File: config.mk
export PLATFORM = sky130hd
export DESIGN_NAME = single_wire_sensor_reader_flat
export DESIGN_NICKNAME = d
export VERILOG_FILES = /design/src/swsr_pkg.sv /design/src/swsr_if.sv /design/src/single_wire_sensor_reader.sv /design/src/swsr_cfg.sv /design/src/swsr_engine.sv /design/src/flat_wrapper.sv
export SDC_FILE = /design/constraint.sdc
export NUM_CORES = 1
export LEC_CHECK = 0
export BUFFER_PORTS_ARGS = -buffer_cell sky130_fd_sc_hd__clkbuf_2
export CAP_MARGIN = 20
export CORE_ASPECT_RATIO = 1.25
export CORE_MARGIN = 4
export CORE_UTILIZATION = 61
export DETAILED_ROUTE_END_ITERATION = 10
export HOLD_SLACK_MARGIN = 0.15
export PLACE_DENSITY = 0.81
export SYNTH_ARGS = -nofsm -noshare
export SYNTH_HDL_FRONTEND = slang
export SYNTH_HIERARCHICAL = 1
export SYNTH_SLANG_ARGS = --single-unit
File: constraint.sdc
create_clock -name clk -period 4.98 [get_ports clk]
set_clock_uncertainty 0.15 [all_clocks]
set_input_delay 0.249 -clock clk [delete_from_list [all_inputs] [get_ports clk]]
set_output_delay 0.249 -clock clk [all_outputs]
set_load 0.03 [all_outputs]
File: src/swsr_pkg.sv
// Shared types and constants of the single-wire sensor reader.
package swsr_pkg;

    localparam int CFG_INDEX_W = 8;
    localparam int CFG_DATA_W  = 24;

    localparam logic [CFG_INDEX_W-1:0] CFG_START_LOW    = 8'd0;
    localparam logic [CFG_INDEX_W-1:0] CFG_TIMEOUT      = 8'd1;
    localparam logic [CFG_INDEX_W-1:0] CFG_ONE_THRESH   = 8'd2;
    localparam logic [CFG_INDEX_W-1:0] CFG_MIN_INTERVAL = 8'd3;

    localparam logic [15:0] START_LOW_RST    = 16'd18000;
    localparam logic [7:0]  TIMEOUT_RST      = 8'd90;
    localparam logic [7:0]  ONE_THRESH_RST   = 8'd30;
    localparam logic [23:0] MIN_INTERVAL_RST = 24'd2000000;

    localparam logic [1:0] MODE_IDLE  = 2'd0;
    localparam logic [1:0] MODE_START = 2'd1;
    localparam logic [1:0] MODE_READ  = 2'd2;

    localparam logic [1:0] ERR_OK       = 2'd0;
    localparam logic [1:0] ERR_TIMEOUT  = 2'd1;
    localparam logic [1:0] ERR_CHECKSUM = 2'd2;

    // Phase counter runs from the response low/high preamble through the data bits.
    localparam logic [6:0] FIRST_DATA_PHASE = 7'd3;
    localparam logic [6:0] HUMIDITY_PHASE   = 7'd34;
    localparam logic [6:0] TEMP_PHASE       = 7'd66;
    localparam logic [6:0] LAST_PHASE       = 7'd82;

    localparam logic [15:0] TICKS_MAX = 16'hFFFF;
    localparam logic [23:0] TSR_MAX   = 24'hFFFFFF;

    typedef struct packed {
        logic [15:0] start_low_us;
        logic [7:0]  timeout_us;
        logic [7:0]  one_threshold_us;
        logic [23:0] min_interval_us;
    } swsr_cfg_t;

    typedef struct packed {
        logic       drive_low;
        logic       done_res;
        logic [1:0] error_code;
        logic [7:0] humidity_int;
        logic [7:0] humidity_frac;
        logic [7:0] temperature_int;
        logic [7:0] temperature_frac;
        logic [7:0] checksum_byte;
        logic       sum_match;
    } swsr_result_t;

endpackage

File: src/swsr_if.sv
// Channel interfaces: line samples, results and register writes.
interface swsr_sample_if;
    logic valid;
    logic ready;
    logic start_request;
    logic line_level;

    modport source (output valid, output start_request, output line_level, input ready);
    modport sink   (input valid, input start_request, input line_level, output ready);
endinterface

interface swsr_result_if;
    logic       valid;
    logic       ready;
    logic       drive_low;
    logic       done_res;
    logic [1:0] error_code;
    logic [7:0] humidity_int;
    logic [7:0] humidity_frac;
    logic [7:0] temperature_int;
    logic [7:0] temperature_frac;
    logic [7:0] checksum_byte;
    logic       sum_match;

    modport source (output valid, output drive_low, output done_res, output error_code,
                    output humidity_int, output humidity_frac, output temperature_int,
                    output temperature_frac, output checksum_byte, output sum_match,
                    input ready);
    modport sink   (input valid, input drive_low, input done_res, input error_code,
                    input humidity_int, input humidity_frac, input temperature_int,
                    input temperature_frac, input checksum_byte, input sum_match,
                    output ready);
endinterface

interface swsr_cfg_if;
    logic                               valid;
    logic                               ready;
    logic [swsr_pkg::CFG_INDEX_W-1:0]   index;
    logic [swsr_pkg::CFG_DATA_W-1:0]    data;

    modport source (output valid, output index, output data, input ready);
    modport sink   (input valid, input index, input data, output ready);
endinterface

File: src/single_wire_sensor_reader.sv
// Single-wire humidity/temperature sensor reader, top level.
//
// sample: one item per microsecond tick, carrying start_request and the
//   sampled level of the data line. result: one item for every sample item,
//   carrying drive_low (pull the line low while set), done_res, error_code
//   and, in the tick a read completes, the data bytes and checksum status.
// cfg: register writes (start low time, phase timeout, one threshold,
//   minimum interval between reads); always ready, effective at once.
// A sample item is held in the input register and stepped through the engine when
//   the result register can advance, which loads its result item into the result
//   register. Throughput: one item per cycle while result.ready is not holding the
//   flow; the whole per-tick step is a single pass through the engine logic.
// A stalled result item holds in the result register while the next sample
//   item waits in the input register; sample.ready drops only when both are
//   full and result.ready is low.
// Reset: configuration returns to its defaults, the engine goes idle and the
//   time since the last read restarts from zero, so the first request is
//   refused until the minimum interval has passed.
module single_wire_sensor_reader (
    input  logic            clk,
    input  logic            rst_n,
    swsr_sample_if.sink     sample,
    swsr_result_if.source   result,
    swsr_cfg_if.sink        cfg
);

    swsr_pkg::swsr_cfg_t    cfg_val;
    swsr_pkg::swsr_result_t result_next;
    swsr_pkg::swsr_result_t out_data_reg;
    logic                   out_valid_reg;
    logic                   in_valid_reg;
    logic                   in_start_reg;
    logic                   in_line_reg;
    logic                   advance;
    logic                   fire;

    assign advance      = !out_valid_reg || result.ready;
    assign fire         = in_valid_reg && advance;
    assign sample.ready = !in_valid_reg || advance;

    swsr_cfg u_cfg (
        .clk     (clk),
        .rst_n   (rst_n),
        .cfg     (cfg),
        .cfg_val (cfg_val)
    );

    swsr_engine u_engine (
        .clk           (clk),
        .rst_n         (rst_n),
        .cfg_val       (cfg_val),
        .fire          (fire),
        .start_request (in_start_reg),
        .line_level    (in_line_reg),
        .result_next   (result_next)
    );

    always_ff @(posedge clk or negedge rst_n)
    begin
        if (!rst_n)
        begin
            in_valid_reg  <= 1'b0;
            out_valid_reg <= 1'b0;
        end
        else
        begin
            if (sample.ready)
            begin
                in_valid_reg <= sample.valid;
            end
            if (advance)
            begin
                out_valid_reg <= in_valid_reg;
            end
        end
    end

    always_ff @(posedge clk)
    begin
        if (sample.valid && sample.ready)
        begin
            in_start_reg <= sample.start_request;
            in_line_reg  <= sample.line_level;
        end
        if (fire)
        begin
            out_data_reg <= result_next;
        end
    end

    assign result.valid            = out_valid_reg;
    assign result.drive_low        = out_data_reg.drive_low;
    assign result.done_res         = out_data_reg.done_res;
    assign result.error_code       = out_data_reg.error_code;
    assign result.humidity_int     = out_data_reg.humidity_int;
    assign result.humidity_frac    = out_data_reg.humidity_frac;
    assign result.temperature_int  = out_data_reg.temperature_int;
    assign result.temperature_frac = out_data_reg.temperature_frac;
    assign result.checksum_byte    = out_data_reg.checksum_byte;
    assign result.sum_match        = out_data_reg.sum_match;

endmodule

File: src/swsr_cfg.sv
// Configuration register file of the sensor reader.
module swsr_cfg (
    input  logic                 clk,
    input  logic                 rst_n,
    swsr_cfg_if.sink             cfg,
    output swsr_pkg::swsr_cfg_t  cfg_val
);

    swsr_pkg::swsr_cfg_t cfg_reg;

    assign cfg.ready = 1'b1;
    assign cfg_val   = cfg_reg;

    always_ff @(posedge clk or negedge rst_n)
    begin
        if (!rst_n)
        begin
            cfg_reg.start_low_us     <= swsr_pkg::START_LOW_RST;
            cfg_reg.timeout_us       <= swsr_pkg::TIMEOUT_RST;
            cfg_reg.one_threshold_us <= swsr_pkg::ONE_THRESH_RST;
            cfg_reg.min_interval_us  <= swsr_pkg::MIN_INTERVAL_RST;
        end
        else if (cfg.valid)
        begin
            // unknown indexes drop silently
            case (cfg.index)
                swsr_pkg::CFG_START_LOW:    cfg_reg.start_low_us     <= cfg.data[15:0];
                swsr_pkg::CFG_TIMEOUT:      cfg_reg.timeout_us       <= cfg.data[7:0];
                swsr_pkg::CFG_ONE_THRESH:   cfg_reg.one_threshold_us <= cfg.data[7:0];
                swsr_pkg::CFG_MIN_INTERVAL: cfg_reg.min_interval_us  <= cfg.data;
                default:                    cfg_reg                  <= cfg_reg;
            endcase
        end
    end

endmodule

File: src/swsr_engine.sv
// Per-tick protocol engine: read state and the result of one line sample.
module swsr_engine (
    input  logic                    clk,
    input  logic                    rst_n,
    input  swsr_pkg::swsr_cfg_t     cfg_val,
    input  logic                    fire,
    input  logic                    start_request,
    input  logic                    line_level,
    output swsr_pkg::swsr_result_t  result_next
);

    logic [1:0]  mode_reg, mode_next, mode_cur;
    logic [6:0]  phase_index_reg, phase_index_next;
    logic [15:0] phase_ticks_reg, phase_ticks_next;
    logic [15:0] bit_shifter_reg, bit_shifter_next;
    logic [15:0] humidity_word_reg, humidity_word_next;
    logic [15:0] temperature_word_reg, temperature_word_next;
    logic [23:0] time_since_read_reg, time_since_read_next;
    logic        expect_level;
    logic        cleared;
    logic [15:0] shifted;
    logic [7:0]  byte_sum;

    always_comb
    begin
        mode_next             = mode_reg;
        phase_index_next      = phase_index_reg;
        phase_ticks_next      = phase_ticks_reg;
        bit_shifter_next      = bit_shifter_reg;
        humidity_word_next    = humidity_word_reg;
        temperature_word_next = temperature_word_reg;
        result_next           = '0;
        cleared               = 1'b0;
        expect_level          = ~phase_index_reg[0];
        shifted               = bit_shifter_reg;
        byte_sum              = humidity_word_reg[15:8] + humidity_word_reg[7:0]
                              + temperature_word_reg[15:8] + temperature_word_reg[7:0];

        case (mode_reg)
            swsr_pkg::MODE_START: mode_cur = swsr_pkg::MODE_START;
            swsr_pkg::MODE_READ:  mode_cur = swsr_pkg::MODE_READ;
            default:              mode_cur = swsr_pkg::MODE_IDLE;
        endcase
        mode_next = mode_cur;

        if (mode_cur == swsr_pkg::MODE_IDLE && start_request)
        begin
            if (time_since_read_reg >= cfg_val.min_interval_us)
            begin
                mode_next        = swsr_pkg::MODE_START;
                phase_ticks_next = '0;
            end
            else
            begin
                result_next.done_res   = 1'b1;
                result_next.error_code = swsr_pkg::ERR_TIMEOUT;
            end
        end

        if (mode_next == swsr_pkg::MODE_START)
        begin
            if (phase_ticks_next >= cfg_val.start_low_us)
            begin
                mode_next        = swsr_pkg::MODE_READ;
                phase_index_next = '0;
                phase_ticks_next = '0;
                bit_shifter_next = '0;
            end
            else
            begin
                result_next.drive_low = 1'b1;
                phase_ticks_next      = phase_ticks_next + 16'd1;
            end
        end
        else if (mode_cur == swsr_pkg::MODE_READ)
        begin
            if (phase_ticks_reg > {8'd0, cfg_val.timeout_us})
            begin
                mode_next              = swsr_pkg::MODE_IDLE;
                result_next.done_res   = 1'b1;
                result_next.error_code = swsr_pkg::ERR_TIMEOUT;
            end
            else if (line_level == expect_level)
            begin
                if (phase_ticks_reg != swsr_pkg::TICKS_MAX)
                begin
                    phase_ticks_next = phase_ticks_reg + 16'd1;
                end
            end
            else
            begin
                // shift a data bit at the end of each data-bit high pulse
                if (phase_index_reg >= swsr_pkg::FIRST_DATA_PHASE && expect_level)
                begin
                    shifted = {bit_shifter_reg[14:0],
                               (phase_ticks_reg > {8'd0, cfg_val.one_threshold_us})};
                end
                bit_shifter_next = shifted;
                if (phase_index_reg == swsr_pkg::HUMIDITY_PHASE)
                begin
                    humidity_word_next = shifted;
                end
                else if (phase_index_reg == swsr_pkg::TEMP_PHASE)
                begin
                    temperature_word_next = shifted;
                end

                if (phase_index_reg >= swsr_pkg::LAST_PHASE)
                begin
                    mode_next                    = swsr_pkg::MODE_IDLE;
                    bit_shifter_next             = '0;
                    cleared                      = 1'b1;
                    result_next.done_res         = 1'b1;
                    result_next.checksum_byte    = shifted[7:0];
                    result_next.humidity_int     = humidity_word_reg[15:8];
                    result_next.humidity_frac    = humidity_word_reg[7:0];
                    result_next.temperature_int  = temperature_word_reg[15:8];
                    result_next.temperature_frac = temperature_word_reg[7:0];
                    result_next.sum_match        = (byte_sum == shifted[7:0]);
                    result_next.error_code       = (byte_sum == shifted[7:0]) ?
                                                   swsr_pkg::ERR_OK : swsr_pkg::ERR_CHECKSUM;
                end
                else
                begin
                    phase_index_next = phase_index_reg + 7'd1;
                    phase_ticks_next = 16'd1;
                end
            end
        end

        if (cleared)
        begin
            time_since_read_next = '0;
        end
        else if (time_since_read_reg != swsr_pkg::TSR_MAX)
        begin
            time_since_read_next = time_since_read_reg + 24'd1;
        end
        else
        begin
            time_since_read_next = time_since_read_reg;
        end
    end

    always_ff @(posedge clk or negedge rst_n)
    begin
        if (!rst_n)
        begin
            mode_reg             <= swsr_pkg::MODE_IDLE;
            phase_index_reg      <= '0;
            phase_ticks_reg      <= '0;
            bit_shifter_reg      <= '0;
            humidity_word_reg    <= '0;
            temperature_word_reg <= '0;
            time_since_read_reg  <= '0;
        end
        else if (fire)
        begin
            mode_reg             <= mode_next;
            phase_index_reg      <= phase_index_next;
            phase_ticks_reg      <= phase_ticks_next;
            bit_shifter_reg      <= bit_shifter_next;
            humidity_word_reg    <= humidity_word_next;
            temperature_word_reg <= temperature_word_next;
            time_since_read_reg  <= time_since_read_next;
        end
    end

endmodule

File: src/flat_wrapper.sv
// flat-port wrapper written by rule: the top's interface ports become plain ports
module single_wire_sensor_reader_flat 
  (clk, rst_n, sample_valid, sample_start_request, sample_line_level, sample_ready, result_valid, result_drive_low, result_done_res, result_error_code, result_humidity_int, result_humidity_frac, result_temperature_int, result_temperature_frac, result_checksum_byte, result_sum_match, result_ready, cfg_valid, cfg_index, cfg_data, cfg_ready);
  swsr_sample_if sample_i ();
  swsr_result_if result_i ();
  swsr_cfg_if cfg_i ();
  input  logic clk;
  input  logic rst_n;
  input wire logic [$bits(sample_i.valid)-1:0] sample_valid;
  input wire logic [$bits(sample_i.start_request)-1:0] sample_start_request;
  input wire logic [$bits(sample_i.line_level)-1:0] sample_line_level;
  output wire logic [$bits(sample_i.ready)-1:0] sample_ready;
  output wire logic [$bits(result_i.valid)-1:0] result_valid;
  output wire logic [$bits(result_i.drive_low)-1:0] result_drive_low;
  output wire logic [$bits(result_i.done_res)-1:0] result_done_res;
  output wire logic [$bits(result_i.error_code)-1:0] result_error_code;
  output wire logic [$bits(result_i.humidity_int)-1:0] result_humidity_int;
  output wire logic [$bits(result_i.humidity_frac)-1:0] result_humidity_frac;
  output wire logic [$bits(result_i.temperature_int)-1:0] result_temperature_int;
  output wire logic [$bits(result_i.temperature_frac)-1:0] result_temperature_frac;
  output wire logic [$bits(result_i.checksum_byte)-1:0] result_checksum_byte;
  output wire logic [$bits(result_i.sum_match)-1:0] result_sum_match;
  input wire logic [$bits(result_i.ready)-1:0] result_ready;
  input wire logic [$bits(cfg_i.valid)-1:0] cfg_valid;
  input wire logic [$bits(cfg_i.index)-1:0] cfg_index;
  input wire logic [$bits(cfg_i.data)-1:0] cfg_data;
  output wire logic [$bits(cfg_i.ready)-1:0] cfg_ready;
  assign sample_i.valid = sample_valid;
  assign sample_i.start_request = sample_start_request;
  assign sample_i.line_level = sample_line_level;
  assign sample_ready = sample_i.ready;
  assign result_valid = result_i.valid;
  assign result_drive_low = result_i.drive_low;
  assign result_done_res = result_i.done_res;
  assign result_error_code = result_i.error_code;
  assign result_humidity_int = result_i.humidity_int;
  assign result_humidity_frac = result_i.humidity_frac;
  assign result_temperature_int = result_i.temperature_int;
  assign result_temperature_frac = result_i.temperature_frac;
  assign result_checksum_byte = result_i.checksum_byte;
  assign result_sum_match = result_i.sum_match;
  assign result_i.ready = result_ready;
  assign cfg_i.valid = cfg_valid;
  assign cfg_i.index = cfg_index;
  assign cfg_i.data = cfg_data;
  assign cfg_ready = cfg_i.ready;
  single_wire_sensor_reader u_core (.clk(clk), .rst_n(rst_n), .sample(sample_i), .result(result_i), .cfg(cfg_i));
endmodule
After elaboration in Yosys (flattened, before gate mapping)
Index checks and enable logic that the tools add are counted.
{"block": "totals", "ff_bits": 202, "out_inout_bits": 48}
{"block": "classes", "add_sub_neg": 7, "magnitude_cmp": 6, "n_eq_ne": 17, "mux": 52, "bitwise": 7, "reduce_logical": 22}
{"op": "$mux W16", "n": 20}
{"op": "$mux W44", "n": 4}
{"op": "$mux W24", "n": 2}
{"op": "$mux W7", "n": 6}
{"op": "$mux W41", "n": 1}
{"op": "$add A16 B1 Y16 const B", "n": 2}
{"op": "$gt A16 B8 Y1", "n": 2}
{"op": "$add A24 B1 Y24 const B", "n": 1}
{"op": "$add A8 B8 Y8", "n": 3}
{"op": "$ge A24 B24 Y1", "n": 1}
{"op": "$ne A24 B24 Y1 const B", "n": 1}
{"op": "$mux W2", "n": 9}
{"op": "$eq A8 B2 Y1 const B", "n": 2}
{"op": "$ge A16 B16 Y1", "n": 1}
{"op": "$ne A16 B16 Y1 const B", "n": 1}
{"op": "$reduce_and A6 Y1", "n": 2}
{"op": "$reduce_and A2 Y1", "n": 5}
{"op": "$mux W3", "n": 3}
{"op": "$eq A8 B1 Y1 const B", "n": 1}
{"op": "$eq A8 B8 Y1", "n": 1}
{"op": "$logic_not A8 Y1", "n": 1}
{"op": "$add A7 B1 Y7 const B", "n": 1}
{"op": "$eq A7 B6 Y1 const B", "n": 1}
{"op": "$eq A7 B7 Y1 const B", "n": 1}
{"op": "18 further kinds", "n": 39}

Logic depth before layout (Yosys ltp)
{"block": "depth", "ltp_word": 14, "depth_mapped": 18, "depth_no_buf": 17}

Hierarchy
Netlist, hierarchy kept.
{"module": "swsr_engine", "instances": 1, "cells_per_inst": 870, "area_per_inst_um2": 7596.0, "seq_area_each_um2": 2427.3}
{"module": "swsr_cfg", "instances": 1, "cells_per_inst": 125, "area_per_inst_um2": 2260.9, "seq_area_each_um2": 1426.4}
{"module": "single_wire_sensor_reader", "instances": 1, "cells_per_inst": 55, "area_per_inst_um2": 1515.2, "seq_area_each_um2": 1461.4}

Worst setup path before layout
OpenSTA, ideal clock, no wires.
{"block": "synth_timing", "path_kind": "reg2reg", "startpoint": "register u_core.u_engine.time_since_read_reg[0]", "endpoint": "register u_core.u_engine.phase_ticks_reg[3]", "setup_ns": 0.083, "arrival_time_ns": 3.861, "path_slack_ns": 0.886, "stages_incl_launch_ff": 19, "period_less_slack_ns": 4.094, "cell_sequence": "dfrtp_1 > inv_1 > ha_1 > nand2b_1 > a2111o_1 > a311oi_1 > o211ai_1 > and2_1 > clkbuf_1 > nor2_1 > ha_1 > a211oi_1 > nand3_1 > a31oi_1 > o21ai_0 > clkbuf_1 > a211oi_1 > nor2_1 > o21ai_0"}
{"block": "synth_via", "elab_chain_len": 8, "elab_cells_between_ends": 15, "cone_classes": "1 x add/sub; 2 x order compare; 1 x eq/ne; 11 x mux"}
{"element": "from (decl)", "line": "swsr_engine.sv:18", "rtl": "logic [23:0] time_since_read_reg, time_since_read_next;"}
{"element": "from (signal assigned)", "line": "swsr_engine.sv:165", "rtl": "time_since_read_reg <= time_since_read_next;"}
{"element": "$ge A24 B24 Y1 *", "line": "swsr_engine.sv:48", "rtl": "if (time_since_read_reg >= cfg_val.min_interval_us)"}
{"element": "parallel branches: the longest is 6 deep, another holds $add A16 B1 Y16"}
{"element": "$mux W16 *", "line": "swsr_engine.sv:60", "rtl": "if (mode_next == swsr_pkg::MODE_START)"}
{"element": "to (signal assigned)", "line": "swsr_engine.sv:161", "rtl": "phase_ticks_reg <= phase_ticks_next;"}
{"element": "to (decl)", "line": "swsr_engine.sv:14", "rtl": "logic [15:0] phase_ticks_reg, phase_ticks_next;"}
Every way passes the cells marked *.
A chain may end at the register's enable or synchronous reset.

Worst setup path after layout
{"block": "layout_timing", "startpoint": "register u_core.u_cfg.cfg_reg (netlist bit u_core/u_cfg/cfg_val[19])", "endpoint": "register u_core.u_engine.phase_ticks_reg[4]"}
{"block": "layout_via", "elab_chain_len": 8, "elab_cells_between_ends": 15, "cone_classes": "1 x add/sub; 2 x order compare; 1 x eq/ne; 11 x mux"}
{"element": "from (decl)", "line": "swsr_cfg.sv:9", "rtl": "swsr_pkg::swsr_cfg_t cfg_reg;"}
{"element": "from (signal assigned)", "line": "swsr_cfg.sv:31", "rtl": "default: cfg_reg <= cfg_reg;"}
{"element": "$ge A24 B24 Y1 *", "line": "swsr_engine.sv:48"}
{"element": "parallel branches: the longest is 6 deep, another holds $add A16 B1 Y16"}
{"element": "$mux W16 *", "line": "swsr_engine.sv:60"}
Marked as above.

==> results.md <==
- Status: finished, final reports clean
- Mapped Avg Cell Area: 10.8 sq um
- Total congestion overflow: 0
- Tightest Pin Transition: ~0.99 ns
- CP dominant cell by count: o21ai_0
- Setup TNS: 0 ns
- Crit path kind: reg2reg
- Max_cap viols: 0
- Drt first-iter violations: approximately 700
- Clk_lat worst skew: around 0.50 ns
- Number of global-route vias before repair: 8500
- Drt total wl: between 20000 and 30000 um
- Ys Warns: 6
- Area leader, netlist: dfrtp_1
- Peak supply drop: 0.337 mV
- Layout cell share with drive strength beyond 1: 0.201
- Pin count of the biggest net entering global routing: approximately 110
- Detailed-route via count: around 8400
- Worst min-delay path class: in2reg
- First-pass GRT wire length: roughly 43000 um
- FF-to-FF Start: u_core/u_cfg/cfg_val[19]$_DFFE_PN1P_
- CTS Buffer Depth: 3
- Cell breakdown of the critical path: inv_1, ha_1, nand4_1, nor4_1, o21ai_0, o211ai_1, nand2_1, buf_4, and2_1, ha_1, a21oi_1, o21ai_0, a21oi_1, o21ai_0, buf_4, a211o_1, or4_1, o211ai_1
- I/O Pins: 87
- Cell family with most CP delay: compound AO/OA/AOI/OAI gates
- Clock root buffer: clkbuf_16
- Initial DRT Pass Iterations: 5
- EDFF count, synth: between 40 and 50
- Number of setup buffers added after CTS: 0
- Initial antenna violation count: 0
- Worst hold slack: around 0.18 ns
- GRT Overall Usage: 0.257
- PwrDens: about 340 mW/mm^2
- H-tree levels: 1
- Die area: approximately 0.021 sq mm
- Multi-input gate area: about 0.0056 sq mm
- Core ar.: ~0.018 sq mm
- Crit. Startpoint: u_core/u_cfg/cfg_val[19]$_DFFE_PN1P_
- CP Capture Type: flop
- CP max stage delay: 0.53 ns
- Net count, final: between 1000 and 1500
- Initial Utilization: 0.624
- Yosys top cell area share: 0.297
- Worst Path Buf+Inv: 3
- Final Cycle Share: 0.909
- HP Start: cfg_index[1]
- Fillers: 1291
- Worst EP required: ~5.2 ns
- CP max-delay cell: dfstp_2
- Max reg flops: 56
- Syn nets: around 1200
- WL per Instance: roughly 19 um
- Cell area after synthesis: 0.0114 sq mm
- Worst-path fanout max: 17
- Hold Violations, Final: 0
- TritonCTS Buffers: 21
- Asr flop ratio synth: 0.767
- RePlAce Congestion: 0.912
- Leakage: slightly below 6 nW
- Row cnt: 55
- Sequential area share after synthesis: 0.467
- Final setup fails: 0
- Die height: between 150 and 200 um
- Crit start category: flop
- Post-route DRC violation count: 0
- Relative slew slack: 0.340
- Via-to-Cell Ratio: 6.03
- Placed wire-length estimate: roughly 19000 um
- Max Fclk: approximately 220 MHz
- CTS tree: built
- Post-synth cell types: between 80 and 90
- Post-Synthesis Cells: between 1000 and 1500
- Port-buffer cells: 85
- Most common flop cell mapped by yosys: dfrtp_1
- RSZ-0062 raised after global routing: no
- Synth area leaders: dfrtp_1 (30%), edfxtp_1 (12%), ha_1 (7.7%), mux2_2 (4.7%), dfstp_2 (4.6%)
- Clock transition at the registers of the reported paths: ~0.06 ns
- Most numerous cell in the Yosys netlist: dfrtp_1
- Clk sinks: 202
- Die Width: between 100 and 150 um
- Fin. max-slew vios: 0
- Commonest cells post-synth: dfrtp_1 (135), nand2_1 (76), ha_1 (70), inv_1 (70), nor2_1 (63)
- ANT cells: 0
- Yosys reg bits: ~200
- Register area: 0.00532 sq mm
- CP Data Arrival Time: roughly 4.8 ns
- Synthesis-to-finish area growth: 14.3%
- Min Tclk post-route: between 4 and 5 ns
- Remaining antenna violation count: 0
layout make-up:
cell class                      instances  share of cell area
Clock buffer                           26              0.0442
Clock inverter                         12             0.00943
Sequential cell                       202               0.409
Inverter                               71              0.0205
Tap cell                              228              0.0220
Timing Repair Buffer                  132              0.0679
Multi-Input combinational cell        728               0.427
layer usage:
metal / wire (um) / global-route usage / up-vias / share of wire
met5: 0 / 0 / - / 0
met4: 1090 / 0.0940 / 0 / 0.041
met3: 1270 / 0.0286 / 77 / 0.048
met2: 13700 / 0.457 / 277 / 0.52
met1: 10300 / 0.317 / 4061 / 0.39
li1: - / - / 4023 / -
cell usage in the layout, fill, tap and decap left out, types with 20 or more instances in the layout:
| master | synthesis | layout |
|---|---|---|
| a21oi_1 | 37 | 36 |
| o21ai_0 | 59 | 59 |
| nand4_1 | 25 | 25 |
| nand2_1 | 76 | 76 |
| dfstp_2 | 20 | 20 |
| clkbuf_16 | 0 | 21 |
| nor2_1 | 63 | 63 |
| clkbuf_2 | 0 | 84 |
| mux2_2 | 47 | 47 |
| nand3_1 | 24 | 24 |
| edfxtp_1 | 47 | 47 |
| inv_1 | 70 | 70 |
| ha_1 | 70 | 70 |
| xnor2_1 | 33 | 33 |
| dlygate4sd3_1 | 0 | 31 |
| and3_1 | 50 | 50 |
| dfrtp_1 | 135 | 135 |
stage by stage:
| stage | power [W] | cell area [sq um] | util | setup slack, ns | cells |
|---|---|---|---|---|---|
| after floorplan | 0.00250 | 11400 | - | 0.886 | 1050 |
| after global placement | 0.00278 | 12000 | 0.656 | 0.571 | 1329 |
| after detailed placement | 0.00281 | 12000 | 0.656 | 0.452 | 1329 |
| after CTS | 0.00441 | 13000 | 0.711 | 0.441 | 1397 |
| after global routing | 0.00461 | 13000 | 0.713 | 0.145 | 1399 |
| final | 0.00440 | 13000 | 0.713 | 0.454 | 1399 |
logic make-up (layout without fill, tap and decap cells):
group / Yosys count / count (layout) / share of synthesized area
AOI/OAI and AO/OA: 189 / 189 / 0.111
xor gates and xnor gates: 46 / 46 / 0.0378
adders and majority gates: 84 / 84 / 0.102
buffers and inverters: 120 / 241 / 0.0460
DFF: 202 / 202 / 0.467
muxes: 76 / 76 / 0.0767
other: 1 / 1 / 0.000330
and+or+nand+nor: 332 / 332 / 0.160
where the power goes:
part | total, W | switching [W] | internal (W)
combinational | 0.000911 | 0.000567 | 0.000344
sequential | 0.00191 | 0.000114 | 0.00180
clock | 0.00157 | 0.000644 | 0.000927
repair_timing:
item / 4_1_cts / 5_1_grt
gates resized for setup: 0 / 0
endpoints found under the hold margin: 151 / 30
hold buffers: 30 / 1
worst paths after layout:
check	end	slack (ns)	depth (start not counted)
setup / recovery	u_core/u_engine/phase_ticks_reg[4]$_DFFE_PN0P_	0.45	18
hold / removal	u_core/u_cfg/cfg_val[30]$_DFFE_PN0P_	0.18	3
setup reg to reg	u_core/u_engine/phase_ticks_reg[4]$_DFFE_PN0P_	0.45	18
hold reg to reg	u_core/u_cfg/cfg_val[1]$_DFFE_PN0P_	0.36	1
max in group asynchronous	u_core/u_engine/bit_shifter_reg[1]$_DFFE_PN0P_	2.76	5
min in group asynchronous	u_core/u_cfg/cfg_val[52]$_DFFE_PN0P_	0.61	3
tightest hold or removal path, cell delays in order:
cell and delay [ns]:
clkbuf_2 0.13, nand4b_2 0.23, mux2_2 0.19
Power figures use the tool's default switching activity.
